--- src/sv/pvp_pkg.sv ---
// ----------------------------------------------------------------------------
// pvp_pkg
// Shared types, constants and fixed-point helpers of the vertex projector.
// ----------------------------------------------------------------------------
package pvp_pkg;

	localparam logic [1:0] REG_HORIZ = 2'd0;
	localparam logic [1:0] REG_VERT  = 2'd1;
	localparam logic [1:0] REG_SCRN  = 2'd2;
	localparam logic [1:0] REG_DIST  = 2'd3;

	localparam logic signed [31:0] RST_HORIZ = 32'sd1966080;
	localparam logic signed [31:0] RST_VERT  = 32'sd1310720;
	localparam logic signed [31:0] RST_SCRN  = 32'sd0;
	localparam logic signed [31:0] RST_DIST  = 32'sd1966080;

	localparam logic signed [31:0] FX_PI      = 32'sd205887;
	localparam logic signed [31:0] FX_TWO_PI  = 32'sd411775;
	localparam logic signed [31:0] FX_HALF_PI = 32'sd102944;
	localparam logic signed [31:0] FX_CX      = 32'sh00A0_0000;
	localparam logic signed [31:0] FX_CY      = 32'sh0064_0000;

	localparam logic signed [15:0] MAX_DEG  = 16'sd360;
	localparam logic [31:0]        RAD_MUL  = 32'd3430;

	// reciprocals for division by 3, 6, 120 and 5040; exact for magnitudes below 2^28
	localparam logic [28:0] REC_RAD = 29'd357913942;
	localparam logic [28:0] REC_X3  = 29'd357913942;
	localparam logic [28:0] REC_X5  = 29'd286331154;
	localparam logic [28:0] REC_X7  = 29'd436314139;
	localparam int          SH_RAD  = 30;
	localparam int          SH_X3   = 31;
	localparam int          SH_X5   = 35;
	localparam int          SH_X7   = 41;

	// 100.0 in Q16.16, shifted up by 16 for the reciprocal
	localparam int              DIV_BITS    = 39;
	localparam logic [DIV_BITS-1:0] DIV_DIVIDEND = 39'h64_0000_0000;

	typedef struct packed {
		logic signed [31:0] sh;
		logic signed [31:0] ch;
		logic signed [31:0] sv;
		logic signed [31:0] cv;
		logic signed [31:0] sw;
		logic signed [31:0] cw;
		logic signed [31:0] chcv;
		logic signed [31:0] shcv;
		logic signed [31:0] chsv;
		logic signed [31:0] shsv;
	} coef_t;

	function automatic logic signed [31:0] fmul(input logic signed [31:0] a,
			input logic signed [31:0] b);
		logic signed [63:0] p;
		p = a * b;
		return p[47:16];
	endfunction

endpackage

--- src/sv/pvp_coef.sv ---
// ----------------------------------------------------------------------------
// pvp_coef
// Sequencer that turns the angle registers into sine, cosine and product
// coefficients with one shared multiplier and reciprocal constant division.
// ----------------------------------------------------------------------------
module pvp_coef (
	input  logic                clk,
	input  logic                arst_n,
	input  logic                restart,
	input  logic signed [31:0]  horiz,
	input  logic signed [31:0]  vert,
	input  logic signed [31:0]  scrn,
	output pvp_pkg::coef_t      coef,
	output logic                busy
);

	localparam logic [3:0] ST_RAD  = 4'd0;
	localparam logic [3:0] ST_X2   = 4'd1;
	localparam logic [3:0] ST_X3   = 4'd2;
	localparam logic [3:0] ST_X5   = 4'd3;
	localparam logic [3:0] ST_X7   = 4'd4;
	localparam logic [3:0] ST_D3   = 4'd5;
	localparam logic [3:0] ST_D5   = 4'd6;
	localparam logic [3:0] ST_D7   = 4'd7;
	localparam logic [3:0] ST_PROD = 4'd8;
	localparam logic [3:0] ST_DONE = 4'd9;

	logic [3:0]         state_q;
	logic [2:0]         job_q;
	logic [1:0]         pc_q;
	logic signed [31:0] a_q, x2_q, x3_q, x5_q, x7_q, acc_q;
	pvp_pkg::coef_t     coef_q;

	logic               dv_run_q;
	logic               dv_cnt_q;
	logic [31:0]        dv_mag_q;
	logic [31:0]        dv_quo_q;
	logic               dv_neg_q;

	logic signed [31:0] ang, mul_a, mul_b, mul_r, dv_src, dv_res, a0, rad_div;
	logic signed [15:0] deg16;
	logic [8:0]         deg;
	logic [28:0]        dv_rec;
	logic [63:0]        dv_prod;
	logic [31:0]        dv_quo;
	logic               dv_done;

	always_comb begin
		case (job_q[2:1])
			2'd0:    ang = horiz;
			2'd1:    ang = vert;
			default: ang = scrn;
		endcase
		deg16 = ang[31:16];
		if (deg16 < 16'sd0)
			deg = 9'd0;
		else if (deg16 > pvp_pkg::MAX_DEG)
			deg = 9'd360;
		else
			deg = deg16[8:0];
		rad_div = $signed(32'(deg) * pvp_pkg::RAD_MUL + 32'd1);
	end

	always_comb begin
		case (state_q)
			ST_D3:   begin dv_src = x3_q;    dv_rec = pvp_pkg::REC_X3;  end
			ST_D5:   begin dv_src = x5_q;    dv_rec = pvp_pkg::REC_X5;  end
			ST_D7:   begin dv_src = x7_q;    dv_rec = pvp_pkg::REC_X7;  end
			default: begin dv_src = rad_div; dv_rec = pvp_pkg::REC_RAD; end
		endcase
		dv_prod = 64'(dv_mag_q) * 64'(dv_rec);
		case (state_q)
			ST_D3:   dv_quo = 32'(dv_prod >> pvp_pkg::SH_X3);
			ST_D5:   dv_quo = 32'(dv_prod >> pvp_pkg::SH_X5);
			ST_D7:   dv_quo = 32'(dv_prod >> pvp_pkg::SH_X7);
			default: dv_quo = 32'(dv_prod >> pvp_pkg::SH_RAD);
		endcase
		dv_done = dv_run_q && dv_cnt_q;
		dv_res  = dv_neg_q ? -$signed(dv_quo_q) : $signed(dv_quo_q);
		a0      = dv_res + (job_q[0] ? pvp_pkg::FX_HALF_PI : 32'sd0);
		if (a0 > pvp_pkg::FX_PI)
			a0 = a0 - pvp_pkg::FX_TWO_PI;
	end

	always_comb begin
		case (state_q)
			ST_X2:   begin mul_a = a_q;  mul_b = a_q;  end
			ST_X3:   begin mul_a = x2_q; mul_b = a_q;  end
			ST_X5:   begin mul_a = x3_q; mul_b = x2_q; end
			ST_X7:   begin mul_a = x5_q; mul_b = x2_q; end
			ST_PROD: begin
				case (pc_q)
					2'd0:    begin mul_a = coef_q.ch; mul_b = coef_q.cv; end
					2'd1:    begin mul_a = coef_q.sh; mul_b = coef_q.cv; end
					2'd2:    begin mul_a = coef_q.ch; mul_b = coef_q.sv; end
					default: begin mul_a = coef_q.sh; mul_b = coef_q.sv; end
				endcase
			end
			default: begin mul_a = a_q;  mul_b = a_q;  end
		endcase
		mul_r = pvp_pkg::fmul(mul_a, mul_b);
	end

	// constant divider: load magnitude, multiply by reciprocal, apply sign
	always_ff @(posedge clk or negedge arst_n) begin
		if (!arst_n) begin
			dv_run_q <= 1'b0;
			dv_cnt_q <= 1'b0;
		end else if (restart || dv_done) begin
			dv_run_q <= 1'b0;
			dv_cnt_q <= 1'b0;
		end else if (state_q == ST_RAD || state_q == ST_D3 || state_q == ST_D5 ||
				state_q == ST_D7) begin
			dv_run_q <= 1'b1;
			if (dv_run_q)
				dv_cnt_q <= 1'b1;
		end
	end

	always_ff @(posedge clk) begin
		if (!dv_run_q) begin
			dv_neg_q <= dv_src[31];
			dv_mag_q <= dv_src[31] ? 32'(-dv_src) : dv_src;
		end else if (!dv_cnt_q) begin
			dv_quo_q <= dv_quo;
		end
	end

	always_ff @(posedge clk or negedge arst_n) begin
		if (!arst_n) begin
			state_q <= ST_RAD;
			job_q   <= '0;
			pc_q    <= '0;
		end else if (restart) begin
			state_q <= ST_RAD;
			job_q   <= '0;
			pc_q    <= '0;
		end else begin
			case (state_q)
				ST_RAD:  if (dv_done) state_q <= ST_X2;
				ST_X2:   state_q <= ST_X3;
				ST_X3:   state_q <= ST_X5;
				ST_X5:   state_q <= ST_X7;
				ST_X7:   state_q <= ST_D3;
				ST_D3:   if (dv_done) state_q <= ST_D5;
				ST_D5:   if (dv_done) state_q <= ST_D7;
				ST_D7: begin
					if (dv_done) begin
						if (job_q == 3'd5) begin
							state_q <= ST_PROD;
						end else begin
							job_q   <= job_q + 3'd1;
							state_q <= ST_RAD;
						end
					end
				end
				ST_PROD: begin
					pc_q <= pc_q + 2'd1;
					if (pc_q == 2'd3)
						state_q <= ST_DONE;
				end
				ST_DONE: state_q <= ST_DONE;
				default: state_q <= ST_RAD;
			endcase
		end
	end

	always_ff @(posedge clk) begin
		case (state_q)
			ST_RAD: if (dv_done) a_q <= a0;
			ST_X2:  x2_q <= mul_r;
			ST_X3:  x3_q <= mul_r;
			ST_X5:  x5_q <= mul_r;
			ST_X7:  x7_q <= mul_r;
			ST_D3:  if (dv_done) acc_q <= a_q - dv_res;
			ST_D5:  if (dv_done) acc_q <= acc_q + dv_res;
			ST_D7: begin
				if (dv_done) begin
					case (job_q)
						3'd0:    coef_q.sh <= acc_q - dv_res;
						3'd1:    coef_q.ch <= acc_q - dv_res;
						3'd2:    coef_q.sv <= acc_q - dv_res;
						3'd3:    coef_q.cv <= acc_q - dv_res;
						3'd4:    coef_q.sw <= acc_q - dv_res;
						default: coef_q.cw <= acc_q - dv_res;
					endcase
				end
			end
			ST_PROD: begin
				case (pc_q)
					2'd0:    coef_q.chcv <= mul_r;
					2'd1:    coef_q.shcv <= mul_r;
					2'd2:    coef_q.chsv <= mul_r;
					default: coef_q.shsv <= mul_r;
				endcase
			end
			default: ;
		endcase
	end

	assign coef = coef_q;
	assign busy = (state_q != ST_DONE);

	a_restart_busy: assert property (@(posedge clk) disable iff (!arst_n)
		restart |=> busy)
		else $error("coef unit idle right after restart");
	a_dv_cnt: assert property (@(posedge clk) disable iff (!arst_n)
		dv_cnt_q |-> dv_run_q)
		else $error("divider step without run");
	a_job_range: assert property (@(posedge clk) disable iff (!arst_n)
		job_q <= 3'd5)
		else $error("coef job index out of range");

endmodule

--- config.mk ---
export PLATFORM = sky130hd
export DESIGN_NAME = pvp_coef
export DESIGN_NICKNAME = d
export VERILOG_FILES = /design/src/sv/pvp_pkg.sv /design/src/sv/pvp_coef.sv
export SDC_FILE = /design/constraint.sdc
export NUM_CORES = 2
export LEC_CHECK = 0
export ABC_AREA = 1
export ABC_CLOCK_PERIOD_IN_PS = 24300
export BUFFER_PORTS_ARGS = -buffer_cell sky130_fd_sc_hd__buf_2
export CORE_ASPECT_RATIO = 0.8
export CORE_MARGIN = 3
export CORE_UTILIZATION = 65
export CTS_BUF_LIST = sky130_fd_sc_hd__clkbuf_16
export DETAILED_ROUTE_END_ITERATION = 10
export MAX_ROUTING_LAYER = met4
export PLACE_DENSITY = 0.91
export SLEW_MARGIN = 20
export SYNTH_ARGS = -nofsm -noshare
export SYNTH_HDL_FRONTEND = slang
export SYNTH_SLANG_ARGS = --single-unit
--- constraint.sdc ---
create_clock -name clk -period 24.3 [get_ports clk]
set_input_delay 6.075 -clock clk [delete_from_list [all_inputs] [get_ports clk]]
set_output_delay 6.075 -clock clk [all_outputs]
set_load 0.005 [all_outputs]
# == After elaboration in Yosys (flattened, before gate mapping) ==
# Cells that the tools add are included.
# op_classes
mul,3
n_addsub,10
bitwise,3
eq_ne,27
n_mux,36
order_cmp,3
reduce_logical,36
# ops
op,n
$mux W32,6
$pmux W32 S2,3
$pmux W32 S4,1
$pmux W32 S3,1
$pmux W31 S3,1
$neg A32 Y32,2
$sub A32 B32 Y32,2
$mul A32 B29 Y61,1
$pmux W28 S2,1
$mul A32 B32 Y48,1
$pmux W4 S10,1
$add A32 B18 Y32,1
$add A32 B32 Y32,1
$gt A32 B19 Y1 const B,1
$sub A32 B20 Y32 const B,1
$mux W31,1
$mux W4,7
$reduce_and A3 Y1,8
$add A21 B1 Y22 const B,1
$mul A9 B11 Y20 const B,1
$mux W9,2
$mux W17,1
$eq A4 B3 Y1 const B,4
$gt A16 B10 Y1 const B,1
29 further kinds,68
# word_totals
output_inout_bits,321
register_bits,588
elab_cells,143
input_bits,99

# == Depth between registers and ports, before layout ==
# depth
word_depth,10
depth_mapped,43
depth_no_buf,43

# == Worst setup path after synthesis ==
# OpenSTA, ideal clock, no wires.
# synth_path
path_type,input to register
startpoint,input port scrn[16]
endpoint,"register dv_mag_q[27], data pin"
n_path_buf,0
required_time_ps,24047
arrival_time_ps,11294
setup_time_ps,253
path_slack_ps,12753
path_stages,35
cell_sequence,or2_2 nand3_1 nand3_1 nand2_1 nand2_1 nand2_1 nand2_1 a21boi_0 nand2_1 nor2_1 inv_1 ha_1 inv_1 fa_1 fa_1 fa_1 ha_1 nand2_1 nor3_1 a21oi_1 or2_2 nand2_1 nand2_1 nand3_1 nand2_1 inv_1 nand2_1 nor3_1 nand3_1 nor2_1 nand2_1 nand2_1 nand2_1 nand2_1 nand2_1
# synth_via
elab_chain_len,9
elab_cells_between_ends,10
classes_between,add/sub: 2; mul: 1; order compare: 2; mux: 5
# synth_rtl
item,line,text
"start, declared",pvp_coef.sv:12,"input logic signed [31:0] scrn,"
$pmux W32 S2 (*),pvp_coef.sv:49,case (job_q[2:1])
$gt A16 B10 Y1,pvp_coef.sv:57,else if (deg16 > pvp_pkg::MAX_DEG)
$mux W9,pvp_coef.sv:57,
$mux W9 (*),pvp_coef.sv:55,if (deg16 < 16'sd0)
$mul A9 B11 Y20 (*),pvp_coef.sv:61,rad_div = $signed(32'(deg) * pvp_pkg::RAD_MUL + 32'd1);
$add A21 B1 Y22 (*),pvp_coef.sv:61,
$pmux W32 S3 (*),pvp_coef.sv:65,case (state_q)
$neg A32 Y32 (*),pvp_coef.sv:123,dv_mag_q <= dv_src[31] ? 32'(-dv_src) : dv_src;
$mux W31 (*),pvp_coef.sv:123,
"end signal, assigned",pvp_coef.sv:123,
"end, declared",pvp_coef.sv:36,logic [31:0] dv_mag_q;
# Every way passes the cells marked *; elsewhere a longest branch is shown, timed or not.
# A chain may end at the register's enable or synchronous reset.

# == Final worst setup path ==
# layout_path
startpoint,register pc_q[0]
endpoint,"register coef_q (netlist bit coef[31]), data pin"
# layout_via
elab_chain_len,5
elab_cells_between_ends,10
classes_between,mul: 1; eq/ne: 2; mux: 4; reduce/logical: 3
# layout_rtl
item,line,text
"start, declared",pvp_coef.sv:30,logic [1:0] pc_q;
"start signal, assigned",pvp_coef.sv:158,pc_q <= pc_q + 2'd1;
$eq A2 B2 Y1 (tied with other cells),pvp_coef.sv:92,case (pc_q)
$reduce_or A2 Y1 (no source line),--,
$mux W32,pvp_coef.sv:92,
$pmux W32 S4 / $pmux W32 S2 (equally long branches),pvp_coef.sv:86,case (state_q)
$mul A32 B32 Y48 (*),pvp_pkg.sv:56,p = a * b;
net mul_r[31],pvp_coef.sv:40,"logic signed [31:0] ang, mul_a, mul_b, mul_r, dv_src, dv_res, a0, rad_div;"
"end, declared",pvp_coef.sv:32,pvp_pkg::coef_t coef_q;
# The timed path passes the listed nets; every way through them passes the cells marked *.

==> out/results.tsv <==
metric	value	unit
outcome	complete, but fails checks	
violations	design-rule violations	
drtPass1Iterations	11	
post-route-drc-count	41	
tritoncts	done	
timing.fmax	73.8	MHz
areaGrowthSynthToFinish	7.76	%
placed_area	87000	um^2
r2r_cells	32	
design_area	89300	um^2
die_height	325	um
syn_avg_cell_area	8.77	um^2
yosysSeqAreaShare	21.2	%
rows	116	
setup_viol	0	
syn-cell-area	82900	um^2
post-dp-hpwl	266	mm
pin_count	420	
fin_crit_sh	55.8	%
place_congestion	1.11	
synth_ff_type	edfxtp_1	
drtIter0Drc	12900	
tightest_slew	1350	ps
critPathKind	flop to flop	
grt.total_usage	50.9	%
yosys.area.top_type	fa_1	
syn_nets	11600	
synth_seq_cells	587	
ys_types	73	
max_cap_viol_count	0	
synth_top_cell_area_share	32.7	%
hp-start	dv_run_q	
hold_class	flop to flop	
coreArea	126000	um^2
rsz0062_at_grt	false	
grt_max_degree	70	
start_kind	flop	
grt_overflow_total	0	
reg2reg_slack	10750	ps
clock_latency	750	ps
reg2reg_to	coef[31]	
cts.htree.levels	2	
yosys_warnings	0	
cp.required	24570	ps
cts_sinks	587	
relSlewSlack	9.37	%
critPathMaxFanout	21	
port_buffers	371	
synthTopCellsByArea	fa_1, edfxtp_1, inv_1	
synth-edff-count	576	
ctsRootBufferMaster	clkbuf_16	
async_flop_share	1.87	%
ant_nets	0	
min_to	dv_run_q	
wl_per_cell	28.4	um
fin_nets	11900	
num_vias	72600	
avgViaCountPerCell	6.32	
end_kind	flop	
crit_top_cell	fa_1	
cts.clk_slew.worst_paths	70	ps
antenna_found_initial	21	
clk_path_buf_depth	3	
grt_first_pass_wirelength	470	mm
cts_resized	0	
die_w	405	um
drv_slew	0	
final.min_clock_period	13550	ps
n_fill_cell	9379	
post_cts_buffers	0	
cts_hold_buf	0	
die_area	132000	um^2
fin_skew	80.0	ps
max_stage_delay	900	ps
start_util	65.9	%
worst_ep_arrival_time	13820	ps
grt_pass1_vias	71300	
synth_most_common_cell	inv_1	
crit_slowest_cell	a211oi_1	
drive_above_1_share	8.53	%
fin_util	71.0	%
final.setup.tns	0	ps
wl	327	mm
timing.rr.start	pc_q[0]	
syn-instance-count	9447	
cts-buffers-inserted	60	
finalHoldViolations	0	
hold_depth	2	
yosys-top-cells-count	inv_1, nand2_1, fa_1	
## state kept, by name, indices dropped and copies added, names as in the netlist, 31 cells and up
| name | count |
|---|---|
| x3_q | 32 |
| acc_q | 32 |
| a_q | 32 |
| coef | 320 |
| dv_quo_q | 31 |
| x2_q | 32 |
| x7_q | 32 |
| x5_q | 32 |
| dv_mag_q | 32 |
## worst max-delay path, delay by kind of cell (launching register included)
| family | cells | cell delay, ps |
|---|---|---|
| buffers and inverters | 8 | 1960 |
| AOI/OAI and AO/OA | 7 | 3000 |
| DFF | 1 | 410 |
| and+or+nand+nor | 7 | 2110 |
| adders and majority gates | 10 | 5500 |
## layer usage
layer | share of wire (%) | routed length, um | GRT usage [%] | vias to the layer above
li1 | - | - | - | 29600
met1 | 37 | 121000 | 69.8 | 34800
met2 | 37 | 120000 | 62.6 | 6821
met3 | 21 | 68200 | 27.8 | 1361
met4 | 5.2 | 17000 | 18.9 | 0
met5 | 0 | 0 | - | -
## through the flow
stage,instances,hold WS [ps],worst slack [ps]
floorplan,9447,528,12750
global placement,11400,552,11550
detailed placement,11400,574,11400
CTS,11500,589,12000
global route,11500,650,11080
finish,11500,622,10750
## placed cells by master (no fill, tap or decap), drive strengths merged, types with 21 or more instances in the layout
cell type | netlist | final
fa | 1355 | 1355
o22ai | 41 | 41
a21oi | 372 | 372
nand4 | 72 | 72
o21a | 25 | 25
clkbuf | 198 | 60
diode | 0 | 21
clkinv | 17 | 36
edfxtp | 576 | 576
ha | 676 | 676
o21ai | 338 | 338
xnor2 | 53 | 53
or2 | 33 | 33
nand2 | 1682 | 1682
o211ai | 29 | 29
inv | 2330 | 2345
nor2 | 930 | 930
a21o | 22 | 22
nand3 | 278 | 278
a31oi | 34 | 34
xor2 | 124 | 124
nor3 | 67 | 67
buf | 42 | 505
## worst max path at each step
stage                           from            to  cells past startpoint
after detailed placement    scrn[16]  dv_mag_q[30]                     36
after floorplan             scrn[16]  dv_mag_q[27]                     35
final                        pc_q[0]      coef[31]                     32
after CTS                 state_q[0]      coef[31]                     32
after global placement      scrn[16]  dv_mag_q[30]                     36
after global routing      state_q[0]      coef[95]                     32
## cell type report
class	count	area (um^2)	share of cell area (%)
inverters	2347	8810	9.86
clock inverters	51	638	0.715
flip-flops and latches	587	17600	19.7
repair buffers	505	2880	3.22
multi-input cells	6273	55800	62.5
diodes	21	52.6	0.0588
clock buffers	60	1500	1.68
well taps	1652	2070	2.31
## logic make-up (layout without fill, tap and decap cells)
group	after synthesis	count (layout)	share of synthesized area, %
and+or+nand+nor	3100	3100	15.5
buffers and inverters	2587	2963	11.8
adders and majority gates	2031	2031	42.9
AOI/OAI and AO/OA	962	962	6.62
DFF	587	587	21.2
xor gates and xnor gates	178	178	1.91
muxes	2	2	0.0272
other	0	21	0
Power is not shown: default switching activity piles up to over one toggle a cycle in this logic, so the estimate is an artifact.
